`src/rtl/ric_pkg.sv`:
```
`timescale 1ns / 1ps
// ----------------------------------------------------------------------------
// ric_pkg
// Shared types and codes for the RGB image convolution block.
// ----------------------------------------------------------------------------
package ric_pkg;

    localparam int KS_W   = 3;
    localparam int DIM_W  = 7;
    localparam int CFG_W  = 7;
    localparam int CIDX_W = 2;
    localparam int PIX_W  = 24;
    localparam int COEF_W = 16;
    localparam int PROD_W = 25;

    localparam logic [1:0] MODE_COEF = 2'd0;
    localparam logic [1:0] MODE_PIX  = 2'd1;
    localparam logic [1:0] MODE_CONV = 2'd2;

    localparam logic [CIDX_W-1:0] CFG_WIDTH  = 2'd0;
    localparam logic [CIDX_W-1:0] CFG_HEIGHT = 2'd1;
    localparam logic [CIDX_W-1:0] CFG_KERNEL = 2'd2;

    typedef struct packed {
        logic [1:0]         mode;
        logic [5:0]         row;
        logic [5:0]         col;
        logic [5:0]         coef_index;
        logic signed [15:0] coefficient;
        logic [7:0]         red;
        logic [7:0]         green;
        logic [7:0]         blue;
    } t_in;

    typedef struct packed {
        logic [7:0] out_red;
        logic [7:0] out_green;
        logic [7:0] out_blue;
        logic       clipped;
    } t_out;

    typedef struct packed {
        logic live;
        logic inb;
        logic first;
        logic last;
    } t_tap_ctl;

endpackage

```
`src/rtl/ric_mac.sv`:
```
`timescale 1ns / 1ps
// ----------------------------------------------------------------------------
// ric_mac
// Three-channel multiply-accumulate with Q8.8 truncation and saturation.
// ----------------------------------------------------------------------------
module ric_mac #(
    parameter int ACC_W = 31
) (
    input  logic                  i_clk,
    input  logic                  i_rst_n,
    input  logic [23:0]           i_pix,
    input  logic signed [15:0]    i_coef,
    input  ric_pkg::t_tap_ctl     i_ctl,
    output logic                  o_done,
    output ric_pkg::t_out         o_result
);
    import ric_pkg::*;

    logic signed [PROD_W-1:0] r_prod [3];
    logic signed [PROD_W-1:0] n_prod [3];
    logic signed [ACC_W-1:0]  r_acc  [3];
    t_tap_ctl                 r_ctl1;
    logic                     r_fin;
    logic                     r_done;
    t_out                     r_result;
    t_out                     n_result;
    logic [7:0]               n_chan [3];
    logic [2:0]               n_clip;

    always_comb begin
        for (int i = 0; i < 3; i++) begin
            n_prod[i] = i_ctl.inb
                ? PROD_W'(i_coef * $signed({1'b0, i_pix[8*(2-i) +: 8]}))
                : '0;
        end
    end

    always_comb begin
        for (int i = 0; i < 3; i++) begin
            if (r_acc[i] <= -$signed(ACC_W'(256))) begin
                n_chan[i] = 8'd0;
                n_clip[i] = 1'b1;
            end else if (r_acc[i] >= $signed(ACC_W'(65536))) begin
                n_chan[i] = 8'd255;
                n_clip[i] = 1'b1;
            end else if (r_acc[i] < 0) begin
                n_chan[i] = 8'd0;
                n_clip[i] = 1'b0;
            end else begin
                n_chan[i] = r_acc[i][15:8];
                n_clip[i] = 1'b0;
            end
        end
        n_result.out_red   = n_chan[0];
        n_result.out_green = n_chan[1];
        n_result.out_blue  = n_chan[2];
        n_result.clipped   = |n_clip;
    end

    always_ff @(posedge i_clk) begin
        r_prod <= n_prod;
        for (int i = 0; i < 3; i++) begin
            if (r_ctl1.live) begin
                r_acc[i] <= r_ctl1.first ? ACC_W'(r_prod[i]) : r_acc[i] + ACC_W'(r_prod[i]);
            end
        end
        if (r_fin) begin
            r_result <= n_result;
        end
    end

    always_ff @(posedge i_clk) begin
        if (!i_rst_n) begin
            r_ctl1 <= '0;
            r_fin  <= 1'b0;
            r_done <= 1'b0;
        end else begin
            r_ctl1 <= i_ctl;
            r_fin  <= r_ctl1.live & r_ctl1.last;
            r_done <= r_fin;
        end
    end

    assign o_done   = r_done;
    assign o_result = r_result;

endmodule

```
`config.mk`:
```
export PLATFORM = sky130hd
export DESIGN_NAME = ric_mac
export DESIGN_NICKNAME = d
export VERILOG_FILES = /design/src/rtl/ric_pkg.sv /design/src/rtl/ric_mac.sv
export SDC_FILE = /design/constraint.sdc
export NUM_CORES = 1
export LEC_CHECK = 0
export ABC_AREA = 1
export BUFFER_PORTS_ARGS = -buffer_cell sky130_fd_sc_hd__buf_4
export CAP_MARGIN = 25
export CORE_AREA = 3 3 208 210
export DETAILED_ROUTE_END_ITERATION = 10
export DIE_AREA = 0 0 211 213
export GPL_TIMING_DRIVEN = 0
export MAX_ROUTING_LAYER = met4
export PLACE_DENSITY = 0.92
export SYNTH_ARGS = -nofsm -noshare
export SYNTH_HDL_FRONTEND = slang
export SYNTH_SLANG_ARGS = --single-unit
```
`constraint.sdc`:
```
create_clock -name i_clk -period 9.66 [get_ports i_clk]
set_input_delay 0 -clock i_clk [delete_from_list [all_inputs] [get_ports i_clk]]
set_output_delay 0 -clock i_clk [all_outputs]
set_load 0.05 [all_outputs]
```
Word-level counts from Yosys, hierarchy flattened
Memory sizes are Yosys's and may differ from the RTL's.
Cells that the tools add are included.

word-level totals
  bits of input ports = 46
  word-level logic and storage cells = 47
  memories = 1
  RAM bits = 93
  output and inout bits = 26
  flip-flop bits (word level) = 105

memories
  name   words  width  rd ports  clocked after Yosys merged registers in  write ports  RTL line       RTL
  r_acc  3      31     3         0                                        3            ric_mac.sv:21  logic signed [ACC_W-1:0] r_acc [3];

cells by class
  add/sub/neg operators = 3
  mux-type cells = 17
  $lt $le $gt $ge = 9
  $mul = 3
  bitwise gates (word level) = 1
  reductions and logical operators = 1

operators by type and width
  operator              count
  $add 31x25->31        3
  $ge 31x18->1 const B  3
  $le 31x9->1 const B   3
  $lt 31x1->1 const B   3
  $mux 31               3
  $mul 16x9->25         3
  $mux 8                6
  $mux 1                8
  $reduce_or 3->1       1
  $and 1x1->1           1

Longest topological paths before layout
Gate-level depths: netlist of the first run.

  depth in word-level cells = 4
  gate-level depth with buffers = 23
  depth with buffers taken out = 20

Worst setup path after synthesis of the first run
No wires, ideal clock.

  kind = input port to flip-flop
  start = in i_pix[16]
  end = reg r_prod[65] (netlist name)
  data required time = 9590 ps
  stages on the path = 19
  setup slack = 5753 ps
  data arrival time = 3837 ps
  path buffers = 3
  setup time = 70 ps
  path through = clkbuf_1 clkbuf_1 nand2_1 fa_1 inv_1 fa_1 fa_1 inv_1 fa_1 inv_1 ha_1 clkbuf_2 a21oi_4 nor2_1 nor2_1 nand2_2 a21oi_1 o21ai_0 a21oi_1

on the way
  word-level cells in the longest chain between the ends = 1

RTL lines
  item                    RTL line       RTL
  start: declaration      ric_mac.sv:11  input logic [23:0] i_pix,
  $mul 16x9->25           ric_mac.sv:33  ? PROD_W'(i_coef * $signed({1'b0, i_pix[8*(2-i) +: 8]}))
  end signal: assignment  ric_mac.sv:61  r_prod <= n_prod;
  end: declaration        ric_mac.sv:19  logic signed [PROD_W-1:0] r_prod [3];

No other way between the ends.
A chain may end at the register's enable or synchronous reset.

Worst setup path after layout of the first run
  start = in i_pix[8]
  end = reg r_prod[39] (netlist name)

Same word-level chain as after synthesis.

==> impl_metrics.json, run 1 <==
{
  "cts_buffers": 17,
  "ios": 72,
  "core_sq_mm": 0.04176,
  "row_count": 75,
  "path_class": "primary input to register",
  "path_clk_slew_ps": 80,
  "relSlewSlack": 0.3878,
  "overflow": 0,
  "grtUsageTotal": 0.3735,
  "p_sw_mw": 4.791,
  "cts_max_level": 4,
  "initial_core_util": 0.6951,
  "maxCapViolCount": 0,
  "grt_pass1_wl_um": 128900,
  "cts_root_buffer": "clkbuf_16",
  "p_sw_frac": 0.5549,
  "vias_per_cell": 5.475,
  "dieWidth_um": 211,
  "antenna_found_initial": 2,
  "drt-pass1-iter-count": 6,
  "place.gp.congestion": 0.9963,
  "syn_avg_cell_area_sq_um": 6.819,
  "final_area_sq_mm": 0.03082,
  "skew_ps": 13.76,
  "grt_max_degree": 49,
  "whs_ps": 289.4,
  "fin_crit_ps": 4963,
  "clkPwrFrac": 0.084,
  "wire_per_inst_um": 16.38,
  "max_slew.worst_pin.slew_ps": 918.3,
  "hold_violations": 0,
  "drive_gt1_frac": 0.04623,
  "port_buffers": 46,
  "fin_nets": 4930,
  "synth_edf_count": 118,
  "place_area_sq_mm": 0.03008,
  "cts_tree": "done",
  "hold_buffers": 11,
  "drtAntennaViolNets": 0,
  "cts_setup_buffers": 0,
  "p_leak_nw": 18.29,
  "startpoint_type": "primary input",
  "setup_tns_ps": 0,
  "max_clock_freq_mhz": 201.5,
  "p_int_mw": 3.843,
  "first_iter_violations": 2639,
  "arrival_ps": 5340,
  "netlist_area_sq_mm": 0.02903,
  "drc_errors": 0,
  "comb_power_share": 0.748,
  "rsz0062_at_grt": "no",
  "seq_power_share": 0.168,
  "synth_nets": 4852,
  "async_flop_share": 0,
  "synth_seq_cells": 198,
  "status": "finished clean",
  "die_height_um": 213,
  "ys.flop_type": "edfxtp_1",
  "setup_violations": 0,
  "required_ps": 10040,
  "cts_resized": 0,
  "clk_latency_ps": 460,
  "drv_slew": 0,
  "clockBufferDepth": 2,
  "cts_num_sinks": 198,
  "die_area_sq_mm": 0.04494,
  "hp-class": "primary input to register",
  "netlist_instances": 4257,
  "num_vias": 26770,
  "r2r_slack_ps": 7330,
  "vdd_drop_max_uv": 156.9,
  "ys_types": 41,
  "place_hpwl_um": 66940,
  "yosysWarnings": 0,
  "p_per_area_mw_per_mm2": 280.1,
  "area_growth_pct": 6.190,
  "pre_cts_ws_ps": 4911,
  "cp_max_fo": 10,
  "routed_wl_um": 80090,
  "fin_crit_sh": 0.5138,
  "fillers": 3326,
  "critPathCaptureType": "register",
  "grt_pass1_vias": 25720,
  "setup_ws_ps": 4697,
  "seq_area_frac_synth": 0.1772
}
## per-layer routing
metal	part of all wire	global-route usage
met5	0	-
met3	0.094	0.04232
met4	0.039	0.1483
met2	0.45	0.5798
met1	0.42	0.5078
## registers in the layout (all words and copies together), names as in the netlist
signal	flops
r_acc	93
r_prod	75
o_result	25
r_ctl1	3
o_done	1
r_fin	1
## worst paths after layout
kind	cells after the start	to	start
setup / recovery	19	r_prod[39]	i_pix[8]
hold / removal	6	r_prod[51]	i_pix[17]
setup reg to reg	13	r_acc[0][16]	r_acc[0][0]
hold reg to reg	1	r_fin	r_ctl1[0]
## critical path: stages
cell and delay [ps]:
dlygate4sd3_1 570, clkbuf_1 430, clkbuf_1 500, nand2_1 180
fa_1 580, inv_1 60, fa_1 510, inv_1 60
fa_1 490, fa_1 500, inv_1 40, ha_1 340
a21oi_1 210, nand2_1 160, nand3_1 100, nand2_1 120
a21oi_1 200, o21ai_0 100, a21oi_1 190
## cell usage after synthesis, types with 5 or more instances
cell type | n | area share
a21o_1 | 15 | 0.0039
a21oi_1 | 165 | 0.028
and2_1 | 12 | 0.0026
and3_1 | 5 | 0.0011
buf_2 | 9 | 0.0016
clkbuf_1 | 93 | 0.012
dfxtp_1 | 80 | 0.055
edfxtp_1 | 118 | 0.12
fa_1 | 309 | 0.21
ha_1 | 240 | 0.10
inv_1 | 1055 | 0.14
inv_2 | 16 | 0.0021
nand2_1 | 1409 | 0.18
nand2_2 | 33 | 0.0071
nand3_1 | 192 | 0.033
nand3_2 | 12 | 0.0041
nand3b_1 | 10 | 0.0026
nand4_1 | 51 | 0.011
nor2_1 | 197 | 0.025
nor2_2 | 16 | 0.0034
nor2_4 | 10 | 0.0039
nor3_1 | 23 | 0.0040
nor4_1 | 17 | 0.0037
o21a_1 | 9 | 0.0023
o21ai_0 | 74 | 0.013
o21ai_1 | 10 | 0.0017
o21bai_1 | 5 | 0.0013
or2_1 | 5 | 0.0011
or2_2 | 13 | 0.0028
xnor2_1 | 34 | 0.010
## through the flow
step | instances | total power [mW] | utilization
floorplan | 4257 | 6.162 | -
global placement | 4842 | 7.541 | 0.7196
detailed placement | 4843 | 7.711 | 0.7203
CTS | 4886 | 8.478 | 0.7374
global route | 4889 | 9.555 | 0.7382
finish | 4889 | 8.635 | 0.7382
## layout by cell type (no fill, tap or decap), drive strengths merged, types with 51 or more instances in the layout
cell    count
fa        309
inv      1078
nand2    1442
a21oi     168
nand3     204
buf        61
ha        240
clkbuf    112
dfxtp      80
nand4      51
edfxtp    118
o21ai      84
nor2      223
## area by class of cell
class | instances | area [sq um] | share of cell area
plain buffers | 107 | 417.9 | 0.01356
clock buffers | 18 | 450.4 | 0.01461
flip-flops and latches | 198 | 5149 | 0.1670
multi-input cells | 2878 | 19430 | 0.6305
repair buffers | 59 | 510.5 | 0.01656
inverters | 1074 | 4031 | 0.1308
well taps | 539 | 674.4 | 0.02188
clock inverters | 14 | 152.6 | 0.004952
diodes | 2 | 5.005 | 0.0001624
## cells by family after synthesis
kind of cell	Yosys count	synth area share
AO/OA/AOI/OAI	284	0.05259
XOR/XNOR	36	0.01086
adder cells (fa/ha/maj)	549	0.3166
buffers and inverters	1181	0.1533
flip-flops	198	0.1772
AND/OR/NAND/NOR	2009	0.2895
## power by group through the flow
stage,clock [mW],sequential [mW],combinational [mW]
after detailed placement,0,1.46,6.25
after floorplan,0,1.36,4.80
after global routing,0.755,1.47,7.33
after global placement,0,1.46,6.08
after CTS,0.725,1.44,6.31
final,0.721,1.45,6.46
(Power assumes the default switching activity.)
==> inputs of run 2 (changes only) <==
--- a/config.mk
+++ b/config.mk
@@ -8,12 +8,12 @@
 export ABC_AREA = 1
 export BUFFER_PORTS_ARGS = -buffer_cell sky130_fd_sc_hd__buf_4
 export CAP_MARGIN = 25
-export CORE_AREA = 3 3 208 210
+export CORE_AREA = 3 3 224 226
 export DETAILED_ROUTE_END_ITERATION = 10
-export DIE_AREA = 0 0 211 213
+export DIE_AREA = 0 0 227 229
 export GPL_TIMING_DRIVEN = 0
 export MAX_ROUTING_LAYER = met4
-export PLACE_DENSITY = 0.92
+export PLACE_DENSITY = 0.85
 export SYNTH_ARGS = -nofsm -noshare
 export SYNTH_HDL_FRONTEND = slang
 export SYNTH_SLANG_ARGS = --single-unit
==> constraint.sdc (replaced) <==
create_clock -name i_clk -period 4.52 [get_ports i_clk]
set_input_delay 0 -clock i_clk [delete_from_list [all_inputs] [get_ports i_clk]]
set_output_delay 0 -clock i_clk [all_outputs]
set_load 0.05 [all_outputs]
==> run 2 against run 1 <==
Clock-buffer cell count is the same. Final cell count rose by 1.7%. Non-clock buffer count increased by 1. Final area is 0.39% higher. First-iteration DRC count fell by 6.3%. Via count fell by 1.4%.
==> impl_metrics.json, run 2 (synthesized netlist as in run 1, its figures left out) <==
{
  "grt_max_degree": 64,
  "grtUsageTotal": 0.3247,
  "layout_commonest_cell": "nand2_1",
  "path_cells": "clkbuf_1 > clkbuf_2 > nand2_1 > inv_1 > fa_1 > fa_1 > fa_1 > inv_1 > fa_1 > inv_1 > ha_1 > a21o_1 > a21oi_1 > nand3_2 > nand2_1 > nand2_1 > nand2_1 > nand2_1 > nor2_1",
  "path_class": "primary input to register",
  "p_leak_nw": 18.33,
  "cts_num_sinks": 198,
  "crit_path_start": "i_pix[4]",
  "final_cell_mix": "1409 x nand2_1, 1055 x inv_1, 309 x fa_1",
  "initial_core_util": 0.5980,
  "hp-class": "primary input to register",
  "p_per_area_mw_per_mm2": 593.7,
  "final_area_sq_mm": 0.03094,
  "routed_wl_um": 79580,
  "startpoint_type": "primary input",
  "path_clk_slew_ps": 70,
  "clockBufferDepth": 2,
  "hold_violations": 0,
  "post-route-util": 0.6374,
  "drt-pass1-iter-count": 6,
  "place_hpwl_um": 66670,
  "critPathTopFamily": "adder cells",
  "drtAntennaViolNets": 0,
  "relSlewSlack": 0.4249,
  "required_ps": 4860,
  "drv_slew": 0,
  "critPathMaxStageDelay_ps": 560,
  "die_height_um": 229,
  "first_iter_violations": 2473,
  "cts_tree": "done",
  "cts_root_buffer": "clkbuf_16",
  "setup_tns_ps": 0,
  "drc_errors": 0,
  "port_buffers": 46,
  "vias_per_cell": 5.307,
  "fillers": 4376,
  "skew_ps": 8.918,
  "fin_crit_ps": 4313,
  "dieWidth_um": 227,
  "power_mw": 18.37,
  "fin_nets": 4931,
  "wire_per_inst_um": 16.00,
  "row_count": 81,
  "arrival_ps": 4650,
  "area_growth_pct": 6.604,
  "whs_ps": 167.1,
  "rr_startpoint": "r_acc[0][0]",
  "cts_max_level": 4,
  "place.gp.congestion": 1.016,
  "cpMaxStageDelayCell": "fa_1",
  "largest_reg_flops": 93,
  "grt_pass1_wl_um": 129600,
  "clk_latency_ps": 460,
  "ios": 72,
  "num_vias": 26400,
  "r2r_slack_ps": 2120,
  "cp_max_fo": 10,
  "worst_path_most_repeated_cell": "nand2_1",
  "fin_crit_sh": 0.9542,
  "drive_gt1_frac": 0.04967,
  "path_buf_inv": 5,
  "antenna_found_initial": 3,
  "critPathCaptureType": "register",
  "place_area_sq_mm": 0.03021,
  "multiInputGateArea_sq_mm": 0.01943,
  "grt_pass1_vias": 25630,
  "setup_violations": 0,
  "hold_start": "i_pix[8]",
  "max_slew.worst_pin.slew_ps": 862.6,
  "largest-register": "r_acc",
  "die_area_sq_mm": 0.05198,
  "core_sq_mm": 0.04855,
  "status": "finished clean",
  "maxCapViolCount": 0,
  "vdd_drop_max_uv": 361.0,
  "overflow": 0,
  "cts_buffers": 17,
  "regArea_sq_mm": 0.005149,
  "max_clock_freq_mhz": 231.9
}
## run 2: changes by cell type in the layout (fill, tap and decap cells not counted), sizes merged
cell	previous run	this run
diode	2	3
dlygate4sd3	11	12
## run 2: layer usage
metal | wire length, um | track usage | share of wire
met1 | 34070 | 0.4480 | 0.43
met2 | 35420 | 0.4991 | 0.45
met3 | 7208 | 0.03948 | 0.091
met4 | 2875 | 0.1102 | 0.036
met5 | 0 | - | 0
## run 2: where the power goes
group / leakage (nW) / switching [mW] / internal [mW]
logic: 16.3 / 8.96 / 4.78
clock network: 0.292 / 0.708 / 0.807
registers: 1.77 / 0.504 / 2.61
## run 2: cell type report
class / instances / area share
buffer: 107 / 0.01415
clock inverter: 14 / 0.004407
inverter: 1074 / 0.1303
tap: 622 / 0.02515
sequential: 198 / 0.1664
multi-input combinational: 2878 / 0.6280
timing repair buffer: 60 / 0.01682
clock buffer: 18 / 0.01456
antenna: 3 / 0.0002426
## run 2: repair_timing
action	4_1_cts	5_1_grt
gates resized for setup	0	32
buffers inserted	0	0
hold endpoints to repair	26	0
endpoints found under the setup margin	0	19
hold buffers	12	0
## run 2: worst min-delay path, stage by stage
cell and delay (ps):
clkbuf_2 240, nand2_1 80, inv_1 60, ha_1 110, nand2_1 40, inv_1 50
## run 2: per-stage QoR
stage / setup slack, ps / instances
4_1_cts: 217.4 / 4971
2_1_floorplan: 613.2 / 4257
5_1_grt: -12.85 / 4974
6_report: 207.1 / 4974
3_3_place_gp: -167.7 / 4925
3_5_place_dp: -247.6 / 4927
## run 2: path summary, 6_finish.rpt
kind	endpoint	cells after the start
setup reg to reg	r_acc[0][16]	13
setup / recovery	r_prod[24]	19
hold reg to reg	r_fin	1
hold / removal	r_prod[26]	6
