===== config.mk =====
export PLATFORM = sky130hd
export DESIGN_NAME = ric_seq
export DESIGN_NICKNAME = d
export VERILOG_FILES = /design/src/rtl/ric_pkg.sv /design/src/rtl/ric_seq.sv
export SDC_FILE = /design/constraint.sdc
export NUM_CORES = 1
export LEC_CHECK = 0
export ABC_AREA = 1
export BUFFER_PORTS_ARGS = -buffer_cell sky130_fd_sc_hd__buf_2
export CORE_UTILIZATION = 40
export CTS_BUF_LIST = sky130_fd_sc_hd__clkbuf_8
export DETAILED_ROUTE_END_ITERATION = 7
export GPL_TIMING_DRIVEN = 0
export PLACE_DENSITY = 0.7
export SYNTH_ARGS = -nofsm -noshare
export SYNTH_HDL_FRONTEND = slang
export SYNTH_SLANG_ARGS = --single-unit

===== constraint.sdc =====
create_clock -name i_clk -period 9.5 [get_ports i_clk]
set_clock_uncertainty 0.15 [all_clocks]
set_input_delay 0.475 -clock i_clk [delete_from_list [all_inputs] [get_ports i_clk]]
set_output_delay 0.475 -clock i_clk [all_outputs]
set_load 0.02 [all_outputs]

===== src/rtl/ric_pkg.sv =====
`timescale 1ns / 1ps
// ----------------------------------------------------------------------------
// ric_pkg
// Shared types and codes for the RGB image convolution block.
// ----------------------------------------------------------------------------
package ric_pkg;

    localparam int KS_W   = 3;
    localparam int DIM_W  = 7;
    localparam int CFG_W  = 7;
    localparam int CIDX_W = 2;
    localparam int PIX_W  = 24;
    localparam int COEF_W = 16;
    localparam int PROD_W = 25;

    localparam logic [1:0] MODE_COEF = 2'd0;
    localparam logic [1:0] MODE_PIX  = 2'd1;
    localparam logic [1:0] MODE_CONV = 2'd2;

    localparam logic [CIDX_W-1:0] CFG_WIDTH  = 2'd0;
    localparam logic [CIDX_W-1:0] CFG_HEIGHT = 2'd1;
    localparam logic [CIDX_W-1:0] CFG_KERNEL = 2'd2;

    typedef struct packed {
        logic [1:0]         mode;
        logic [5:0]         row;
        logic [5:0]         col;
        logic [5:0]         coef_index;
        logic signed [15:0] coefficient;
        logic [7:0]         red;
        logic [7:0]         green;
        logic [7:0]         blue;
    } t_in;

    typedef struct packed {
        logic [7:0] out_red;
        logic [7:0] out_green;
        logic [7:0] out_blue;
        logic       clipped;
    } t_out;

    typedef struct packed {
        logic live;
        logic inb;
        logic first;
        logic last;
    } t_tap_ctl;

endpackage


===== src/rtl/ric_seq.sv =====
`timescale 1ns / 1ps
// ----------------------------------------------------------------------------
// ric_seq
// Tap sequencer: walks the kernel window and issues memory reads.
// ----------------------------------------------------------------------------
module ric_seq #(
    parameter int MAX_WIDTH = 64,
    parameter int PA_W      = 12,
    parameter int CA_W      = 6
) (
    input  logic                   i_clk,
    input  logic                   i_rst_n,
    input  logic                   i_go,
    input  logic [5:0]             i_row,
    input  logic [5:0]             i_col,
    input  logic [ric_pkg::DIM_W-1:0] i_width,
    input  logic [ric_pkg::DIM_W-1:0] i_height,
    input  logic [ric_pkg::KS_W-1:0]  i_ksize,
    input  logic                   i_done,
    output logic                   o_busy,
    output logic [PA_W-1:0]        o_pix_raddr,
    output logic [CA_W-1:0]        o_coef_raddr,
    output ric_pkg::t_tap_ctl      o_ctl
);
    import ric_pkg::*;

    typedef enum logic [2:0] {
        S_IDLE  = 3'b001,
        S_RUN   = 3'b010,
        S_DRAIN = 3'b100
    } t_state;

    t_state           r_state, n_state;
    logic [5:0]       r_row, r_col;
    logic [KS_W-1:0]  r_half;
    logic [KS_W-1:0]  r_k, n_k, r_l, n_l;
    logic [CA_W-1:0]  r_cidx, n_cidx;
    logic             r_first, n_first;
    logic signed [8:0] tap_r, tap_c;
    logic             inb_r, inb_c;
    logic             last_tap;

    always_comb begin
        tap_r = $signed({3'b000, r_row}) - $signed({6'b0, r_half}) + $signed({6'b0, r_k});
        tap_c = $signed({3'b000, r_col}) - $signed({6'b0, r_half}) + $signed({6'b0, r_l});
        inb_r = !tap_r[8] && (tap_r[7:0] < {1'b0, i_height});
        inb_c = !tap_c[8] && (tap_c[7:0] < {1'b0, i_width});
        last_tap = (r_k == i_ksize - 3'd1) && (r_l == i_ksize - 3'd1);
        o_pix_raddr  = PA_W'(PA_W'(tap_r[7:0]) * PA_W'(MAX_WIDTH)) + PA_W'(tap_c[7:0]);
        o_coef_raddr = r_cidx;
        o_ctl.live   = (r_state == S_RUN);
        o_ctl.inb    = (r_state == S_RUN) && inb_r && inb_c;
        o_ctl.first  = r_first;
        o_ctl.last   = last_tap;
    end

    always_comb begin
        n_state = r_state;
        n_k     = r_k;
        n_l     = r_l;
        n_cidx  = r_cidx;
        n_first = r_first;
        case (r_state)
            S_IDLE: begin
                if (i_go) begin
                    n_state = S_RUN;
                    n_k     = '0;
                    n_l     = '0;
                    n_cidx  = '0;
                    n_first = 1'b1;
                end
            end
            S_RUN: begin
                n_first = 1'b0;
                n_cidx  = r_cidx + CA_W'(1);
                if (last_tap) begin
                    n_state = S_DRAIN;
                end else if (r_l == i_ksize - 3'd1) begin
                    n_l = '0;
                    n_k = r_k + 3'd1;
                end else begin
                    n_l = r_l + 3'd1;
                end
            end
            S_DRAIN: begin
                if (i_done) begin
                    n_state = S_IDLE;
                end
            end
            default: begin
                n_state = S_IDLE;
            end
        endcase
    end

    always_ff @(posedge i_clk) begin
        if (!i_rst_n) begin
            r_state <= S_IDLE;
        end else begin
            r_state <= n_state;
        end
    end

    always_ff @(posedge i_clk) begin
        r_k     <= n_k;
        r_l     <= n_l;
        r_cidx  <= n_cidx;
        r_first <= n_first;
        if (r_state == S_IDLE && i_go) begin
            r_row  <= i_row;
            r_col  <= i_col;
            r_half <= i_ksize >> 1;
        end
    end

    assign o_busy = (r_state != S_IDLE);

endmodule


# After elaboration in Yosys (flattened, before gate mapping)
# Index checks and enable logic that the tools add are counted.
[word_totals]
regBits = 30
inputBits = 33
out_inout_bits = 23
[op_classes]
order_cmp = 2
muxes = 15
n_reduce_logical = 13
n_eq_ne = 11
addsub = 9
[op_table]
columns = ["cell", "n"]
rows = [
  ["3-bit 2-to-1 mux", 8],
  ["7-bit by 4-bit adder with 8-bit output", 2],
  ["8-bit by 7-bit less-than comparator with 1-bit output", 2],
  ["6-bit by 2-bit subtractor with 7-bit output", 2],
  ["12-bit by 8-bit adder with 12-bit output", 1],
  ["3-bit one-hot mux with 2 select lines", 2],
  ["6-bit one-hot mux with 2 select lines", 1],
  ["3-bit one-hot mux with 3 select lines", 1],
  ["3-bit by 1-bit adder with 3-bit output, second input constant", 2],
  ["6-bit by 1-bit adder with 6-bit output, second input constant", 1],
  ["3-bit equality test", 2],
  ["1-bit logical AND", 6],
  ["6-bit 2-to-1 mux", 1],
  ["2-bit != test, second input constant", 3],
  ["3-bit AND reduction", 2],
  ["2-bit by 1-bit != test with 1-bit output, second input constant", 2],
  ["4-bit AND reduction", 1],
  ["3-bit by 1-bit equality test with 1-bit output, second input constant", 1],
  ["3-bit by 2-bit equality test with 1-bit output, second input constant", 1],
  ["3-bit equality test, second input constant", 1],
  ["3-bit by 1-bit != test with 1-bit output, second input constant", 1],
  ["3-bit by 1-bit subtractor with 3-bit output, second input constant", 1],
  ["1-bit zero test", 2],
  ["1-bit one-hot mux with 2 select lines", 1],
  ["3 further kinds", 3],
]

# Logic depth before layout (Yosys ltp)
# Gate-level depths: netlist of the first run.
[depth]
ltp_word = 6
ltp_mapped = 21

# Least setup slack after synthesis of the first run
# Ideal clock, no wire load.
[synth_path]
path_kind = "reg2out"
from = "reg r_col[0]"
to = "out o_ctl[2] (netlist bit)"
slack_ps = 5659
stages_incl_launch_ff = 18
t_arrival_ps = 3216
required_ps = 8875
cell_sequence = "edfxtp_1 inv_1 ha_1 inv_1 fa_1 xnor2_1 ha_1 nand3_1 nand2_1 nand2_1 nor2_1 xor2_1 ha_1 nand2_1 inv_1 nand2_1 a21boi_0 nor3_1"
[synth_lines]
columns = ["element", "line", "text"]
rows = [
  ["start, declared", "ric_seq.sv:34", "logic [5:0] r_row, r_col;"],
  ["start signal, assigned", "ric_seq.sv:111", "r_col <= i_col;"],
  ["end, declared", "ric_seq.sv:23", "output ric_pkg::t_tap_ctl o_ctl"],
]

==> results of run 1 <==
Yosys cell counts, types with 5 or more instances:
cell      number
ha_1          28
a21oi_1       11
fa_1           5
edfxtp_1      27
nand2_1       57
xor2_1         6
o21ai_0        5
nand4_1        5
nand3_1        7
nor3_1         7
inv_1         68
xnor2_1        9
nor2_1        33
power by group:
part	internal [mW]	switching [mW]
sequential	0.158	0.00934
combinational	0.0762	0.124
clock	0.0491	0.0440
sequential cells by signal, indices dropped and copies added (netlist names):
signal	flops
o_coef_raddr	6
r_col	6
r_row	6
r_k	3
r_l	3
r_state	3
r_half	2
r_first	1
worst paths after layout:
check,end,slack [ps]
min reg2reg,r_state[2]$_SDFFE_PN0P_,390
min,r_col[4]$_DFFE_PP_,220
max reg2reg,r_k[2]$_SDFFCE_PN0P_,6760
max,o_ctl[2],5400
metal layers:
metal / track usage [%] / routed length [um] / vias up
met4: 6.96 / 80 / 0
met2: 28.2 / 2100 / 48
met1: 16.8 / 1960 / 854
met3: 3.07 / 229 / 7
li1: - / - / 1071
met5: 0 / 0 / -
per-stage QoR:
stage,power (mW),std cells,setup WS (ps)
floorplan,0.319,303,5660
global placement,0.366,433,5750
detailed placement,0.373,433,5700
CTS,0.468,441,5390
global route,0.502,441,5060
finish,0.461,441,5400
area by class of cell:
| class | count | area [sq um] | area share [%] |
|---|---|---|---|
| sequential | 30 | 871 | 29.9 |
| buffer | 3 | 18.8 | 0.645 |
| inverter | 71 | 267 | 9.15 |
| multi-input combinational | 199 | 1310 | 44.8 |
| timing repair buffer | 55 | 275 | 9.45 |
| clock buffer | 5 | 68.8 | 2.36 |
| clock inverter | 3 | 12.5 | 0.430 |
| tap | 75 | 93.8 | 3.22 |
logic make-up (layout without fill, tap and decap cells):
| logic type | count (synthesis) | after routing |
|---|---|---|
| xor gates and xnor gates | 17 | 17 |
| adders and majority gates | 33 | 33 |
| DFF | 30 | 30 |
| and+or+nand+nor | 127 | 127 |
| AOI/OAI and AO/OA | 22 | 22 |
| buffers and inverters | 74 | 137 |
cells in the final DEF, fill, tap and decap left out, types with 2 or more instances in the layout:
master	instances
nand3_1	7
buf_4	2
buf_2	55
or2_2	4
xnor2_2	2
a21oi_1	11
o21ai_1	3
inv_2	3
edfxtp_1	27
a21boi_0	2
fa_1	5
nand3_2	3
nor2_2	3
nor2_4	2
xor2_1	6
clkbuf_8	5
o21ai_0	5
nand2_2	4
ha_1	28
nor3_1	7
dfxtp_1	3
nand2_1	57
inv_1	69
xnor2_1	9
nor2_1	33
nand4_1	5
==> flow_summary.yaml, run 1 <==
worst_setup_path:
  crit_path_top_delay_cell: "fa_1"
  worstSetupPathType: "flop to output pin"
  cp_top_family: "adder cells"
  cp.arrival_ps: 3480
  required_ps: 8880
  worstSetupStartpoint: "r_row[0]$_DFFE_PP_"
  cp_num_buf_inv: 5
  rr_startpoint: "r_state[0]$_SDFFE_PN1P_"
  critPathLaunchType: "flop"
  path_cells: "inv_1 > ha_1 > inv_1 > fa_1 > xnor2_1 > ha_1 > nand3_1 > nand3_1 > or2_1 > nand2_1 > inv_2 > ha_1 > nand2_1 > inv_1 > nand2_1 > nand2_1 > nand2_1 > a21boi_0 > nor3_1 > buf_2"
  critPathMaxFanout: 3
  cp_slowest_stage_delay_ps: 400
  cp_num_cells: 20
  crit_path_frequent_cell: "nand2_1"
  critPathCaptureType: "output pin"
  reg2reg_depth: 8
logic_synthesis:
  synth_area_sq_mm: 0.00246
  synth_area_leaders: "edfxtp_1 33%, ha_1 14%, inv_1 10%"
  synthArstFlopShare_pct: 0
  synth_compound_area_share_pct: 4.73
  syn_inst: 303
  synth_flop_cell: "edfxtp_1"
  synth_top_area_cell: "edfxtp_1"
  synth_top_family_by_area: "simple AND/OR/NAND/NOR gates"
  synth_mux_area_share_pct: 0
  synth_edf_count: 27
  ys_warn_count: 0
  synth-seq-cells: 30
  synth_cell_types: 28
  yosys.area_share.simple_pct: 23.3
  synth_area_per_cell_sq_um: 8.12
  synth_nets: 369
  ys_seq_area_share_pct: 35.4
  synthAdderAreaFrac_pct: 18.3
  synthXorXnorAreaFrac_pct: 6.66
  synth_top_area_share_pct: 32.9
die:
  die_x_um: 80.4
  core_area_sq_mm: 0.00592
  dieArea_sq_mm: 0.00647
  start_util_pct: 41.6
  boundaryPins: 56
  chipHeight_um: 80.4
  core.rowCount: 28
min_path:
  hold_path_depth: 1
  min_path_type: "input port to flop"
  hold_start: "i_col[4]"
global_routing:
  grt_use_total_pct: 15.4
  grt_max_degree: 16
  grt_pass1_wl_um: 7580
  grt_pass1_vias: 1935
  grt_antenna_before_repair: 0
  grt-ovfl-total: 0
clock_tree:
  cts_buffers: 5
  cts_tree: "done"
  cts_resized: 0
  htree_levels: 2
  ctsHoldBuffers: 0
  post_cts_buffers: 0
  cts_root_buf: "clkbuf_8"
  numClockSinks: 30
  clock_latency_ps: 280
  clk_pin_slew_ps: 60
  clock_path_buffers: 2
flow_run:
  maxCapViolCount: 0
place:
  dp_hpwl_um: 3720
  place_area_sq_mm: 0.00283
  gp_congestion: 0.754
  io_buffers: 55
sta:
  finalHoldViolations: 0
  slew_headroom_pct: 18.8
  drv_slew: 0
  min_period_ps: 4100
  hold_ws_ps: 222
  tns_ps: 0
  fmax_mhz: 244
  worstMarginPinSlew_ps: 1210
  fin_crit_sh_pct: 43.2
  setup_viol: 0
  grt_setup_unrepaired: "no"
drt:
  ant_nets: 0
  drt_pass1_iterations: 4
  first_iter_violations: 44
  viasPerCell: 4.49
  totalWireLength_um: 4370
  vias: 1980
  wl_per_cell_um: 9.91
  route.detailed.drc: 0
layout:
  final_util_pct: 49.2
  fillCellCount: 590
  drive_above_1_share_pct: 23.0
  syn2layout_area_growth_pct: 18.3
  n_antenna_cell: 0
  layout.nets: 431
  fin_area_sq_mm: 0.00291
pwr:
  ir_drop_mv: 0.0815
  p_leak_nw: 1.57
  p_per_area_mw_per_mm2: 158
run_status:
  status: "completed"
No activity file was read; power rests on OpenSTA's default activity.
==> run 2: changes to the inputs <==
clock period = 4.16 ns   (was 9.5 ns; I/O delays follow)
==> run 2 against run 1 <==
  * Register-to-register slack worse by 5400 ps
  * Core utilization up 2.7 points
  * Design area up 5.4%
  * Sequential share of layout area down 1.5 points
  * Sequential cell count unchanged
  * Hold slack worse by 160 ps
  * Cell count up 3.4%
  * Global-route usage up 0.51 points
  * Critical path type unchanged
  * Largest power group unchanged
  * Highest routed layer unchanged
==> flow_summary.yaml, run 2 (synthesis gave the netlist of run 1 again) <==
sta:
  worstMarginPinSlew_ps: 1220
  fin_crit_sh_pct: 92.2
  tns_ps: 0
  grt_setup_unrepaired: "no"
  finalHoldViolations: 0
  min_period_ps: 3840
  drv_slew: 0
  slew_headroom_pct: 18.1
  fmax_mhz: 261
  setup_viol: 0
  hold_ws_ps: 59.6
worst_setup_path:
  required_ps: 3800
  critPathLaunchType: "flop"
  critPathCaptureType: "output pin"
  critPathMaxFanout: 3
  cp.arrival_ps: 3480
  crit_path_frequent_cell: "nand2_1"
  cp_slowest_stage_delay_ps: 430
  worstSetupPathType: "flop to output pin"
  path_cells: "inv_1 > ha_1 > inv_1 > fa_1 > xnor2_2 > ha_1 > nand3_1 > nand3_1 > or2_1 > nand2_1 > inv_2 > ha_1 > nand2_1 > inv_1 > nand2_1 > nand2_1 > nand2_1 > a21boi_0 > nor3_1 > buf_2"
  crit_path_top_delay_cell: "fa_1"
global_routing:
  grt_pass1_wl_um: 7840
  grt_use_total_pct: 15.9
  grt_pass1_vias: 1990
  grt_antenna_before_repair: 0
  grt-ovfl-total: 0
  grt_max_degree: 16
layout:
  n_antenna_cell: 0
  layout_commonest_cell: "inv_1"
  syn2layout_area_growth_pct: 24.7
  layout.nets: 446
  fin_area_sq_mm: 0.00307
  final_cells: 456
  drive_above_1_share_pct: 22.3
  mostFrequentLayoutCells: "69 x inv_1, 57 x nand2_1, 55 x buf_2, 33 x nor2_1, 28 x ha_1"
pwr:
  switchingPower_uw: 409
  ir_drop_mv: 0.187
  switching_share_pct: 38.4
  p_leak_nw: 1.63
  clkPwrFrac_pct: 20.0
  total_power_mw: 1.07
  seqPwrFrac_pct: 35.9
  internal-power_uw: 658
  pwr-share-comb_pct: 44.2
  p_per_area_mw_per_mm2: 348
die:
  core.rowCount: 28
  start_util_pct: 41.6
  die_x_um: 80.4
  dieArea_sq_mm: 0.00647
  chipHeight_um: 80.4
  core_area_sq_mm: 0.00592
  boundaryPins: 56
clock_tree:
  numClockSinks: 30
  cts_buffers: 5
  clock_latency_ps: 280
  post_cts_buffers: 0
  htree_levels: 2
  cts_tree: "done"
  clock_path_buffers: 2
  cts_root_buf: "clkbuf_8"
  clk_pin_slew_ps: 60
min_path:
  min_path_type: "input port to flop"
drt:
  viasPerCell: 4.45
  drt_pass1_iterations: 4
  vias: 2029
  wl_per_cell_um: 10.0
  first_iter_violations: 42
  ant_nets: 0
  route.detailed.drc: 0
  totalWireLength_um: 4570
place:
  io_buffers: 55
  dp_hpwl_um: 3720
  place_area_sq_mm: 0.00283
  dp.cells: 433
  gp_congestion: 0.754
flow_run:
  maxCapViolCount: 0
run_status:
  status: "completed"
run 2: timing repair:
item,CTS,global route
endpoints found under the setup margin,0,1
endpoints found under the hold margin,15,0
hold buffers,15,0
gates resized for setup,0,1
run 2: cell type report:
| type | instances | area (sq um) |
|---|---|---|
| Sequential cell | 30 | 871 |
| Multi-Input combinational cell | 199 | 1310 |
| Timing Repair Buffer | 70 | 425 |
| Tap cell | 75 | 93.8 |
| Clock buffer | 5 | 68.8 |
| Buffer | 3 | 18.8 |
| Clock inverter | 3 | 12.5 |
| Inverter | 71 | 267 |
| Fill cell | 580 | 2850 |
run 2: final timing paths:
path                                               from                       to  slack, ps  cells after the start
worst max-delay path                 r_row[0]$_DFFE_PP_                 o_ctl[2]        320                     20
worst min-delay path                            i_rst_n  r_state[2]$_SDFFE_PN0P_         60                      3
worst max register to register  r_state[0]$_SDFFE_PN1P_     r_k[2]$_SDFFCE_PN0P_       1400                      8
worst min register to register  r_state[2]$_SDFFE_PN0P_  r_state[2]$_SDFFE_PN0P_        390                      2
run 2: metal layers:
| metal | wire (um) | GRT usage, % |
|---|---|---|
| met2 | 2230 | 29.4 |
| met1 | 2060 | 17.6 |
| met5 | 0 | 0 |
| met4 | 87 | 6.96 |
| met3 | 194 | 2.61 |
run 2: critical path: cells and delay by family, from the launching register on:
kind	cells	cell delay (ps)
buffers and inverters	5	410
adders and majority gates	4	1120
AOI/OAI and AO/OA	1	80
and+or+nand+nor	9	1020
DFF	1	370
xor gates and xnor gates	1	210
run 2: metrics by stage:
step | utilization, % | worst slack [ps]
5_1_grt | 51.8 | 22.0
3_3_place_gp | 47.8 | 681
6_report | 51.8 | 324
4_1_cts | 51.7 | 316
2_1_floorplan | - | 586
3_5_place_dp | 47.8 | 628
run 2: power by group through the flow:
stage / Clock (mW) / Combinational [mW] / Sequential (mW)
5_1_grt: 0.230 / 0.542 / 0.388
3_5_place_dp: 0 / 0.463 / 0.389
4_1_cts: 0.220 / 0.476 / 0.383
2_1_floorplan: 0 / 0.339 / 0.390
3_3_place_gp: 0 / 0.448 / 0.388
6_report: 0.213 / 0.471 / 0.383
